File: config.mk
export PLATFORM = sky130hd
export DESIGN_NAME = byte_stream_reassembler_top_flat
export DESIGN_NICKNAME = d
export VERILOG_FILES = /design/src/rtl/bsr_pkg.sv /design/src/rtl/bsr_if.sv /design/src/rtl/bsr_alu.sv /design/src/rtl/bsr_hold_mem.sv /design/src/rtl/byte_stream_reassembler_top.sv /design/src/flat_wrapper.sv
export SDC_FILE = /design/constraint.sdc
export NUM_CORES = 2
export LEC_CHECK = 0
export BUFFER_PORTS_ARGS = -buffer_cell sky130_fd_sc_hd__buf_2
export CAP_MARGIN = 20
export CORE_MARGIN = 2
export CORE_UTILIZATION = 60
export DETAILED_ROUTE_END_ITERATION = 8
export PLACE_DENSITY = 0.76
export SKIP_CTS_REPAIR_TIMING = 1
export SYNTH_ARGS = -nofsm -noshare
export SYNTH_HDL_FRONTEND = slang
export SYNTH_SLANG_ARGS = --single-unit
File: constraint.sdc
create_clock -name clk -period 12.5 [get_ports clk]
set_input_delay 1.25 -clock clk [delete_from_list [all_inputs] [get_ports clk]]
set_output_delay 1.25 -clock clk [all_outputs]
set_load 0.005 [all_outputs]
File: src/rtl/bsr_pkg.sv
// Shared constants and types of the byte stream reassembler.
package bsr_pkg;

  localparam int CMD_W      = 2;
  localparam int IDX_W      = 64;
  localparam int BYTE_W     = 8;
  localparam int CNT_W      = 7;
  localparam int WINDOW_DEF = 64;

  localparam logic [CNT_W-1:0] CAP_RST = 7'd64;

  localparam logic [CMD_W-1:0] CMD_DATA = 2'd0;
  localparam logic [CMD_W-1:0] CMD_POP  = 2'd1;
  localparam logic [CMD_W-1:0] CMD_LAST = 2'd2;

  typedef enum logic [1:0] {
    ALU_SUB = 2'd0,
    ALU_INC = 2'd1,
    ALU_CMP = 2'd2
  } alu_op_t;

endpackage

File: src/rtl/bsr_if.sv
// Valid/ready channel interfaces for input items and result items.
interface bsr_in_if import bsr_pkg::*; ();
  logic              valid;
  logic              ready;
  logic [CMD_W-1:0]  cmd;
  logic [IDX_W-1:0]  byte_index;
  logic [BYTE_W-1:0] data_byte;
  logic              is_final;
  logic [CNT_W-1:0]  pop_count;

  modport source (output valid, cmd, byte_index, data_byte, is_final, pop_count,
                  input ready);
  modport sink (input valid, cmd, byte_index, data_byte, is_final, pop_count,
                output ready);
endinterface

interface bsr_out_if import bsr_pkg::*; ();
  logic              valid;
  logic              ready;
  logic              byte_valid;
  logic [BYTE_W-1:0] out_byte;
  logic              stream_closed;
  logic [CNT_W-1:0]  pending_count;
  logic [CNT_W-1:0]  stream_fill;
  logic              last_of_run;

  modport source (output valid, byte_valid, out_byte, stream_closed, pending_count,
                  stream_fill, last_of_run, input ready);
  modport sink (input valid, byte_valid, out_byte, stream_closed, pending_count,
                stream_fill, last_of_run, output ready);
endinterface

File: src/rtl/bsr_alu.sv
// Shared 64-bit adder used for window offset, end-index compare and index increment.
module bsr_alu import bsr_pkg::*; (
  input  alu_op_t          op,
  input  logic [IDX_W-1:0] a,
  input  logic [IDX_W-1:0] b,
  output logic [IDX_W-1:0] res,
  output logic             zero
);

  logic [IDX_W-1:0] b_eff;

  always_comb begin
    case (op)
      ALU_SUB: b_eff = ~b;
      ALU_CMP: b_eff = ~b;
      ALU_INC: b_eff = '0;
      default: b_eff = ~b;
    endcase
  end

  assign res  = a + b_eff + IDX_W'(1);
  assign zero = (res == '0);

endmodule

File: src/rtl/bsr_hold_mem.sv
// Ring store for bytes held out of order, one write port and one registered read port.
module bsr_hold_mem import bsr_pkg::*; #(
  parameter int WINDOW = WINDOW_DEF,
  parameter int AW     = $clog2(WINDOW)
) (
  input  logic              clk,
  input  logic              we,
  input  logic [AW-1:0]     waddr,
  input  logic [BYTE_W-1:0] wdata,
  input  logic [AW-1:0]     raddr,
  output logic [BYTE_W-1:0] rdata
);

  logic [BYTE_W-1:0] mem [WINDOW];

  always_ff @(posedge clk) begin
    if (we) begin
      mem[waddr] <= wdata;
    end
    rdata <= mem[raddr];
  end

endmodule

File: src/rtl/byte_stream_reassembler_top.sv
// Byte stream reassembler: top level with sequencer, state registers and result register.
//
// Bytes arrive with absolute 64-bit stream indexes and leave in order. A byte is taken when its
// index lies in the window from the next expected index up to the free output capacity; later
// bytes wait in a ring store with valid marks, and an in-order byte is followed by the held run
// behind it. One item is handled at a time and in_ch.ready is high only while the block is idle.
// Pop, empty-last and unused commands, and data bytes that arrive after the output has closed,
// pass through EXEC, LOAD and OUT; a data byte that is stored or falls outside the window adds
// CHECK, and an in-order byte runs EXEC, CHECK, READ, EMIT, ADV, LOAD and OUT, then READ to OUT
// again for every held byte drained after it. The steps come from one shared 64-bit adder that
// forms the window offset, the end-index compare and the index increment in separate steps,
// from the registered ring store read port and the single result register. Each item gives one
// or more result items, the last with last_of_run set. There is no clearing pass after reset.
module byte_stream_reassembler_top import bsr_pkg::*; #(
  parameter int WINDOW = WINDOW_DEF
) (
  input  logic             clk,
  input  logic             rst_n,
  bsr_in_if.sink           in_ch,
  bsr_out_if.source        out_ch,
  input  logic             cfg_we,
  input  logic [CNT_W-1:0] cfg_wdata
);

  localparam int AW = $clog2(WINDOW);
  localparam logic [CNT_W-1:0] WIN_CNT = CNT_W'(WINDOW);
  localparam logic [AW:0]      WIN_SUM = (AW+1)'(WINDOW);
  localparam logic [AW-1:0]    WIN_TOP = AW'(WINDOW - 1);

  typedef enum logic [7:0] {
    S_IDLE  = 8'b0000_0001,
    S_EXEC  = 8'b0000_0010,
    S_CHECK = 8'b0000_0100,
    S_READ  = 8'b0000_1000,
    S_EMIT  = 8'b0001_0000,
    S_ADV   = 8'b0010_0000,
    S_LOAD  = 8'b0100_0000,
    S_OUT   = 8'b1000_0000
  } state_t;

  state_t state_r, state_nxt;

  logic [CNT_W-1:0]  cap_r;
  logic [IDX_W-1:0]  ne_r, ne_nxt;
  logic [AW-1:0]     head_r, head_nxt;
  logic [WINDOW-1:0] hv_r, hv_nxt;
  logic [CNT_W-1:0]  held_r, held_nxt;
  logic [CNT_W-1:0]  fill_r, fill_nxt;
  logic              end_known_r, end_known_nxt;
  logic [IDX_W-1:0]  end_idx_r, end_idx_nxt;
  logic              closed_r, closed_nxt;

  logic [CMD_W-1:0]  cmd_r, cmd_nxt;
  logic [IDX_W-1:0]  idx_r, idx_nxt;
  logic [BYTE_W-1:0] data_r, data_nxt;
  logic              fin_r, fin_nxt;
  logic [CNT_W-1:0]  pop_r, pop_nxt;
  logic [IDX_W-1:0]  off_r, off_nxt;
  logic              eq_r, eq_nxt;
  logic              from_mem_r, from_mem_nxt;
  logic [BYTE_W-1:0] byte_r, byte_nxt;
  logic              bv_r, bv_nxt;
  logic              more_r, more_nxt;

  logic              ov_r, ov_nxt;
  logic              obv_r, obv_nxt;
  logic [BYTE_W-1:0] obyte_r, obyte_nxt;
  logic              oclosed_r, oclosed_nxt;
  logic [CNT_W-1:0]  oheld_r, oheld_nxt;
  logic [CNT_W-1:0]  ofill_r, ofill_nxt;
  logic              olast_r, olast_nxt;

  alu_op_t           alu_op;
  logic [IDX_W-1:0]  alu_a, alu_b, alu_res;
  logic              alu_zero;

  logic              mem_we;
  logic [AW-1:0]     slot;
  logic [AW:0]       slot_sum;
  logic [BYTE_W-1:0] mem_rdata;

  logic [CNT_W-1:0]  eff_cap, avail;
  logic              in_win, more;

  bsr_alu u_alu (
    .op   (alu_op),
    .a    (alu_a),
    .b    (alu_b),
    .res  (alu_res),
    .zero (alu_zero)
  );

  bsr_hold_mem #(.WINDOW(WINDOW), .AW(AW)) u_mem (
    .clk   (clk),
    .we    (mem_we),
    .waddr (slot),
    .wdata (data_r),
    .raddr (head_r),
    .rdata (mem_rdata)
  );

  assign eff_cap  = (cap_r > WIN_CNT) ? WIN_CNT : cap_r;
  assign avail    = (fill_r >= eff_cap) ? '0 : eff_cap - fill_r;
  assign in_win   = (off_r[IDX_W-1:CNT_W] == '0) && (off_r[CNT_W-1:0] < avail);
  assign slot_sum = {1'b0, head_r} + {1'b0, off_r[AW-1:0]};
  assign slot     = (slot_sum >= WIN_SUM) ? AW'(slot_sum - WIN_SUM) : slot_sum[AW-1:0];
  assign more     = !closed_r && (fill_r < eff_cap) && hv_r[head_r];

  assign in_ch.ready          = (state_r == S_IDLE);
  assign out_ch.valid         = ov_r;
  assign out_ch.byte_valid    = obv_r;
  assign out_ch.out_byte      = obyte_r;
  assign out_ch.stream_closed = oclosed_r;
  assign out_ch.pending_count = oheld_r;
  assign out_ch.stream_fill   = ofill_r;
  assign out_ch.last_of_run   = olast_r;

  always_comb begin
    state_nxt     = state_r;
    ne_nxt        = ne_r;
    head_nxt      = head_r;
    hv_nxt        = hv_r;
    held_nxt      = held_r;
    fill_nxt      = fill_r;
    end_known_nxt = end_known_r;
    end_idx_nxt   = end_idx_r;
    closed_nxt    = closed_r;
    cmd_nxt       = cmd_r;
    idx_nxt       = idx_r;
    data_nxt      = data_r;
    fin_nxt       = fin_r;
    pop_nxt       = pop_r;
    off_nxt       = off_r;
    eq_nxt        = eq_r;
    from_mem_nxt  = from_mem_r;
    byte_nxt      = byte_r;
    bv_nxt        = bv_r;
    more_nxt      = more_r;
    ov_nxt        = ov_r;
    obv_nxt       = obv_r;
    obyte_nxt     = obyte_r;
    oclosed_nxt   = oclosed_r;
    oheld_nxt     = oheld_r;
    ofill_nxt     = ofill_r;
    olast_nxt     = olast_r;
    alu_op        = ALU_SUB;
    alu_a         = idx_r;
    alu_b         = ne_r;
    mem_we        = 1'b0;

    case (state_r)
      S_IDLE: begin
        if (in_ch.valid) begin
          cmd_nxt   = in_ch.cmd;
          idx_nxt   = in_ch.byte_index;
          data_nxt  = in_ch.data_byte;
          fin_nxt   = in_ch.is_final;
          pop_nxt   = in_ch.pop_count;
          state_nxt = S_EXEC;
        end
      end
      S_EXEC: begin
        bv_nxt    = 1'b0;
        state_nxt = S_LOAD;
        case (cmd_r)
          CMD_POP: begin
            fill_nxt = fill_r - ((pop_r < fill_r) ? pop_r : fill_r);
          end
          CMD_LAST: begin
            closed_nxt = 1'b1;
          end
          CMD_DATA: begin
            if (!closed_r) begin
              off_nxt   = alu_res;
              state_nxt = S_CHECK;
            end
          end
          default: begin
            state_nxt = S_LOAD;
          end
        endcase
      end
      S_CHECK: begin
        state_nxt = S_LOAD;
        if (in_win) begin
          if (off_r == '0) begin
            state_nxt = S_READ;
          end else begin
            if (!hv_r[slot]) begin
              mem_we       = 1'b1;
              hv_nxt[slot] = 1'b1;
              held_nxt     = held_r + CNT_W'(1);
            end
            if (fin_r && !end_known_r) begin
              end_known_nxt = 1'b1;
              end_idx_nxt   = idx_r;
            end
          end
        end
      end
      S_READ: begin
        from_mem_nxt = hv_r[head_r];
        state_nxt    = S_EMIT;
      end
      S_EMIT: begin
        alu_op   = ALU_CMP;
        alu_a    = ne_r;
        alu_b    = end_idx_r;
        eq_nxt   = alu_zero;
        byte_nxt = from_mem_r ? mem_rdata : data_r;
        if (from_mem_r) begin
          hv_nxt[head_r] = 1'b0;
          held_nxt       = held_r - CNT_W'(1);
        end
        state_nxt = S_ADV;
      end
      S_ADV: begin
        alu_op   = ALU_INC;
        alu_a    = ne_r;
        ne_nxt   = alu_res;
        head_nxt = (head_r == WIN_TOP) ? '0 : head_r + AW'(1);
        fill_nxt = fill_r + CNT_W'(1);
        if (fin_r || (end_known_r && eq_r)) begin
          closed_nxt = 1'b1;
        end
        fin_nxt   = 1'b0;
        bv_nxt    = 1'b1;
        state_nxt = S_LOAD;
      end
      S_LOAD: begin
        ov_nxt      = 1'b1;
        obv_nxt     = bv_r;
        obyte_nxt   = bv_r ? byte_r : '0;
        oclosed_nxt = closed_r;
        oheld_nxt   = held_r;
        ofill_nxt   = fill_r;
        more_nxt    = bv_r && more;
        olast_nxt   = !(bv_r && more);
        state_nxt   = S_OUT;
      end
      S_OUT: begin
        if (out_ch.ready) begin
          ov_nxt    = 1'b0;
          state_nxt = more_r ? S_READ : S_IDLE;
        end
      end
      default: begin
        state_nxt = S_IDLE;
      end
    endcase
  end

  always_ff @(posedge clk) begin
    if (!rst_n) begin
      state_r     <= S_IDLE;
      cap_r       <= CAP_RST;
      ne_r        <= '0;
      head_r      <= '0;
      hv_r        <= '0;
      held_r      <= '0;
      fill_r      <= '0;
      end_known_r <= 1'b0;
      end_idx_r   <= '0;
      closed_r    <= 1'b0;
      ov_r        <= 1'b0;
      more_r      <= 1'b0;
    end else begin
      state_r     <= state_nxt;
      if (cfg_we) begin
        cap_r <= cfg_wdata;
      end
      ne_r        <= ne_nxt;
      head_r      <= head_nxt;
      hv_r        <= hv_nxt;
      held_r      <= held_nxt;
      fill_r      <= fill_nxt;
      end_known_r <= end_known_nxt;
      end_idx_r   <= end_idx_nxt;
      closed_r    <= closed_nxt;
      ov_r        <= ov_nxt;
      more_r      <= more_nxt;
    end
  end

  always_ff @(posedge clk) begin
    cmd_r      <= cmd_nxt;
    idx_r      <= idx_nxt;
    data_r     <= data_nxt;
    fin_r      <= fin_nxt;
    pop_r      <= pop_nxt;
    off_r      <= off_nxt;
    eq_r       <= eq_nxt;
    from_mem_r <= from_mem_nxt;
    byte_r     <= byte_nxt;
    bv_r       <= bv_nxt;
    obv_r      <= obv_nxt;
    obyte_r    <= obyte_nxt;
    oclosed_r  <= oclosed_nxt;
    oheld_r    <= oheld_nxt;
    ofill_r    <= ofill_nxt;
    olast_r    <= olast_nxt;
  end

`ifndef ASSERT_OFF
  a_ready_excl: assert property (@(posedge clk) disable iff (!rst_n)
    in_ch.ready |-> !out_ch.valid)
    else $error("input ready while a result item is pending");

  a_held_count: assert property (@(posedge clk) disable iff (!rst_n)
    held_r == CNT_W'($countones(hv_r)))
    else $error("held byte count differs from valid marks");

  a_closed_sticky: assert property (@(posedge clk) disable iff (!rst_n)
    closed_r |=> closed_r)
    else $error("closed output reopened");

  a_fill_bound: assert property (@(posedge clk) disable iff (!rst_n)
    fill_r <= WIN_CNT)
    else $error("output fill exceeds the window");
`endif

endmodule
File: src/flat_wrapper.sv
// flat-port wrapper written by rule: the top's interface ports become plain ports
module byte_stream_reassembler_top_flat import bsr_pkg::*;
#(
  parameter int WINDOW = WINDOW_DEF
)
  (clk, rst_n, cfg_we, cfg_wdata, in_ch_valid, in_ch_cmd, in_ch_byte_index, in_ch_data_byte, in_ch_is_final, in_ch_pop_count, in_ch_ready, out_ch_valid, out_ch_byte_valid, out_ch_out_byte, out_ch_stream_closed, out_ch_pending_count, out_ch_stream_fill, out_ch_last_of_run, out_ch_ready);
  bsr_in_if in_ch_i ();
  bsr_out_if out_ch_i ();
  input  logic clk;
  input  logic rst_n;
  input  logic cfg_we;
  input  logic [CNT_W-1:0] cfg_wdata;
  input wire logic [$bits(in_ch_i.valid)-1:0] in_ch_valid;
  input wire logic [$bits(in_ch_i.cmd)-1:0] in_ch_cmd;
  input wire logic [$bits(in_ch_i.byte_index)-1:0] in_ch_byte_index;
  input wire logic [$bits(in_ch_i.data_byte)-1:0] in_ch_data_byte;
  input wire logic [$bits(in_ch_i.is_final)-1:0] in_ch_is_final;
  input wire logic [$bits(in_ch_i.pop_count)-1:0] in_ch_pop_count;
  output wire logic [$bits(in_ch_i.ready)-1:0] in_ch_ready;
  output wire logic [$bits(out_ch_i.valid)-1:0] out_ch_valid;
  output wire logic [$bits(out_ch_i.byte_valid)-1:0] out_ch_byte_valid;
  output wire logic [$bits(out_ch_i.out_byte)-1:0] out_ch_out_byte;
  output wire logic [$bits(out_ch_i.stream_closed)-1:0] out_ch_stream_closed;
  output wire logic [$bits(out_ch_i.pending_count)-1:0] out_ch_pending_count;
  output wire logic [$bits(out_ch_i.stream_fill)-1:0] out_ch_stream_fill;
  output wire logic [$bits(out_ch_i.last_of_run)-1:0] out_ch_last_of_run;
  input wire logic [$bits(out_ch_i.ready)-1:0] out_ch_ready;
  assign in_ch_i.valid = in_ch_valid;
  assign in_ch_i.cmd = in_ch_cmd;
  assign in_ch_i.byte_index = in_ch_byte_index;
  assign in_ch_i.data_byte = in_ch_data_byte;
  assign in_ch_i.is_final = in_ch_is_final;
  assign in_ch_i.pop_count = in_ch_pop_count;
  assign in_ch_ready = in_ch_i.ready;
  assign out_ch_valid = out_ch_i.valid;
  assign out_ch_byte_valid = out_ch_i.byte_valid;
  assign out_ch_out_byte = out_ch_i.out_byte;
  assign out_ch_stream_closed = out_ch_i.stream_closed;
  assign out_ch_pending_count = out_ch_i.pending_count;
  assign out_ch_stream_fill = out_ch_i.stream_fill;
  assign out_ch_last_of_run = out_ch_i.last_of_run;
  assign out_ch_i.ready = out_ch_ready;
  byte_stream_reassembler_top #(.WINDOW(WINDOW)) u_core (.clk(clk), .rst_n(rst_n), .in_ch(in_ch_i), .out_ch(out_ch_i), .cfg_we(cfg_we), .cfg_wdata(cfg_wdata));
endmodule
==> impl_metrics.ini <==
[timing]
fin_skew_ns = 0.04096
timing.final.ws_setup_ns = 5.478
timing.final.hold_violations = 0
finalSetupViolations = 0
fin_tns_setup_ns = 0
fin_crit_ns = 7.023
tightest_slew_ns = 1.106
drv_slew = 0
rsz0062_at_grt = false
relSlewSlack_pct = 25.72
fmax_mhz = 142.4
fin_crit_sh_pct = 56.18

[detailed_routing]
ant_nets = 0
wire_per_inst_um = 24.84
drc = 0
via_per_inst = 6.504
vias = 29305
drtPass1Iterations = 6
drtIter0Drc = 3184
routed_wl_um = 111900

[worst_hold_path]
hp-start = u_core.held_r[6]
min_path_cells = 0
min_delay_worst_endpoint = u_core.out_ch.pending_count[6]
min-delay-path-class = reg -> reg

[clock_network]
root_buffer = clkbuf_16
cts_sinks = 933
clk_path_buf_depth = 3
numCtsBuffers = 94
clk_pin_slew_worst_paths_ns = 0.06
htreeDepth = 3
cts_tree = built
clk_latency_ns = 0.69

[setup_path]
critical_path.startpoint_type = register
crit_arrival_ns = 7.52
reg2reg_slack_ns = 5.48
crit_type = reg -> reg
end_kind = register
rr_startpoint = u_core.state_r[0]
cp_slowest_cell = buf_4
reg2reg_to = u_core.eq_r
cp_max_fo = 47
crit_chain = nor4_1 -> and2_1 -> nand3b_1 -> inv_2 -> buf_4 -> nor2_4 -> buf_4 -> mux2_2 -> ha_1 -> nand3b_1 -> a2111oi_4 -> o31ai_1 -> nor3b_2 -> o21ai_0 -> nand2_1 -> o31ai_1 -> xor2_1 -> or4_1 -> nor4_1 -> nand4b_1 -> nor4_2
crit_required_ns = 12.99
r2r_cells = 21
slowest_delay_ns = 0.62

[die]
rows = 96
die_area_sq_um = 71520
pin_count = 121
start_util_pct = 60.60
core_sq_um = 68710
die_h_um = 267.4
die_x_um = 267.4

[grt]
grt_overflow = 0
grt_first_pass_wirelength_um = 169000
grt_max_degree = 146
grt_usage_pct = 31.06
antenna_found_initial = 2
grt_pass1_vias = 28687

[synthesis]
ys_seq_elements = 933
syn_avg_cell_area_sq_um = 12.12
ys_seq_area_share_pct = 61.54
synth_edf_count = 694
mappedNetlistArea_sq_um = 41640
syn-instance-count = 3435
synth_top_cell_by_area = edfxtp_1
synth_common_cells = 694 x edfxtp_1, 486 x nand2_1, 239 x dfxtp_1
synth_area_leaders = edfxtp_1 50%, dfxtp_1 11%, nand2_1 4.4%
yosys.area.top_type_share_pct = 50.05
ys.warnings.count = 0
yosysUniqueCellTypes = 97
synth_flop_cell = edfxtp_1
yosysMostFrequentCell = edfxtp_1
synthArstFlopShare_pct = 0
syn_nets = 3636

[job]
cap_violations = 0

[place]
dp_hpwl_um = 71570
pre_cts_ws_ns = 5.624
placed_cells = 4330
place_congestion = 0.9216
portBuffers = 120

[pwr]
p_sw_share_pct = 23.01
clockPowerShare_pct = 41.6
power_uw = 6553
p_int_uw = 5045
seq_power_share_pct = 51.9
p_sw_uw = 1508
power-per-cell-area_nw_per_um2 = 142.3
p_comb_share_pct = 6.4
ir_drop_mv = 0.1382
p_leak_uw = 0.01515

[final_layout]
area_delta_synth_final_pct = 10.58
diodes = 0
layout.cells.non_filler = 4506
nNetsFinal = 3699
layout-drive-gt1-share_pct = 12.73

[run_status]
status = completed
## how the worst max path moves through the flow
stage                      startpoint  cells after the start     endpoint  slack, ns
finish              u_core.state_r[0]                     21  u_core.eq_r       5.48
global route        u_core.state_r[0]                     21  u_core.eq_r       4.96
CTS                 u_core.state_r[0]                     21  u_core.eq_r       5.59
detailed placement  u_core.state_r[0]                     21  u_core.eq_r       5.62
global placement    u_core.state_r[0]                     21  u_core.eq_r       5.82
floorplan           u_core.state_r[0]                     21  u_core.eq_r       7.30
## metal layers
layer  vias to the layer above  routed length, um  global-route usage, %
li1                      13207                  -                      -
met1                     14323              42890                  39.74
met2                      1474              54710                  51.98
met3                       297               9390                  5.333
met4                         4               4920                  14.21
met5                         -                 26                      0
## layout by cell type (no fill, tap or decap), drive strengths merged, types with 76 or more instances in the layout
| master | count |
|---|---|
| nor2 | 161 |
| a21oi | 122 |
| clkbuf | 129 |
| buf | 163 |
| o21ai | 132 |
| nand2 | 486 |
| and3 | 76 |
| dfxtp | 239 |
| a22oi | 155 |
| ha | 102 |
| edfxtp | 694 |
| a21boi | 121 |
## registers in the layout (all words and copies together), names as in the netlist, 2 cells and up
signal and count:
u_core.byte_r 8, u_core.cap_r 7, u_core.cmd_r 2, u_core.data_r 8, u_core.end_idx_r 64, u_core.fill_r 7, u_core.head_r 6, u_core.held_r 7
u_core.hv_r 64, u_core.idx_r 64, u_core.ne_r 64, u_core.off_r 64, u_core.out_ch.out_byte 8, u_core.out_ch.pending_count 7, u_core.out_ch.stream_fill 7, u_core.pop_r 7
u_core.state_r 8, u_core.u_mem.mem 512, u_core.u_mem.rdata 8
## per-stage QoR
stage	util (%)	cell area (sq um)	hold slack, ns
floorplan	-	41640	0.4172
detailed placement	62.60	43010	0.4302
global route	67.01	46040	0.4790
global placement	62.60	43010	0.4376
CTS	66.95	46000	0.4470
finish	67.01	46040	0.4470
## power by group through the flow
stage,sequential (uW),combinational [uW],clock [uW]
6_report,3400,422,2730
5_1_grt,3400,461,2870
4_1_cts,3400,417,2750
3_5_place_dp,3470,415,0
3_3_place_gp,3470,407,0
2_1_floorplan,3480,274,0
## cell families after synthesis
group | after synthesis | share of synthesized area [%]
xor gates and xnor gates | 85 | 1.788
DFF | 933 | 61.54
buffers and inverters | 249 | 2.398
muxes | 111 | 3.516
adders and majority gates | 107 | 3.305
AOI/OAI and AO/OA | 926 | 15.73
and+or+nand+nor | 1024 | 11.73
## worst max-delay path, delay by kind of cell (launching register included)
kind	cells	cell delay (ns)
AO/OA/AOI/OAI	4	1.48
XOR/XNOR	1	0.17
adder cells (fa/ha/maj)	1	0.35
buffers and inverters	3	1.40
flip-flops	1	0.34
multiplexers	1	0.33
AND/OR/NAND/NOR	11	2.65
## final cells by class
type | count | area, sq um
Clock buffer | 129 | 2534
Clock inverter | 44 | 454.2
Fill cell | 5018 | 22660
Inverter | 53 | 198.9
Multi-Input combinational cell | 2253 | 15100
Sequential cell | 933 | 25620
Tap cell | 931 | 1165
Timing Repair Buffer | 163 | 962.2
Note: power is estimated with default switching activity, not from simulation.
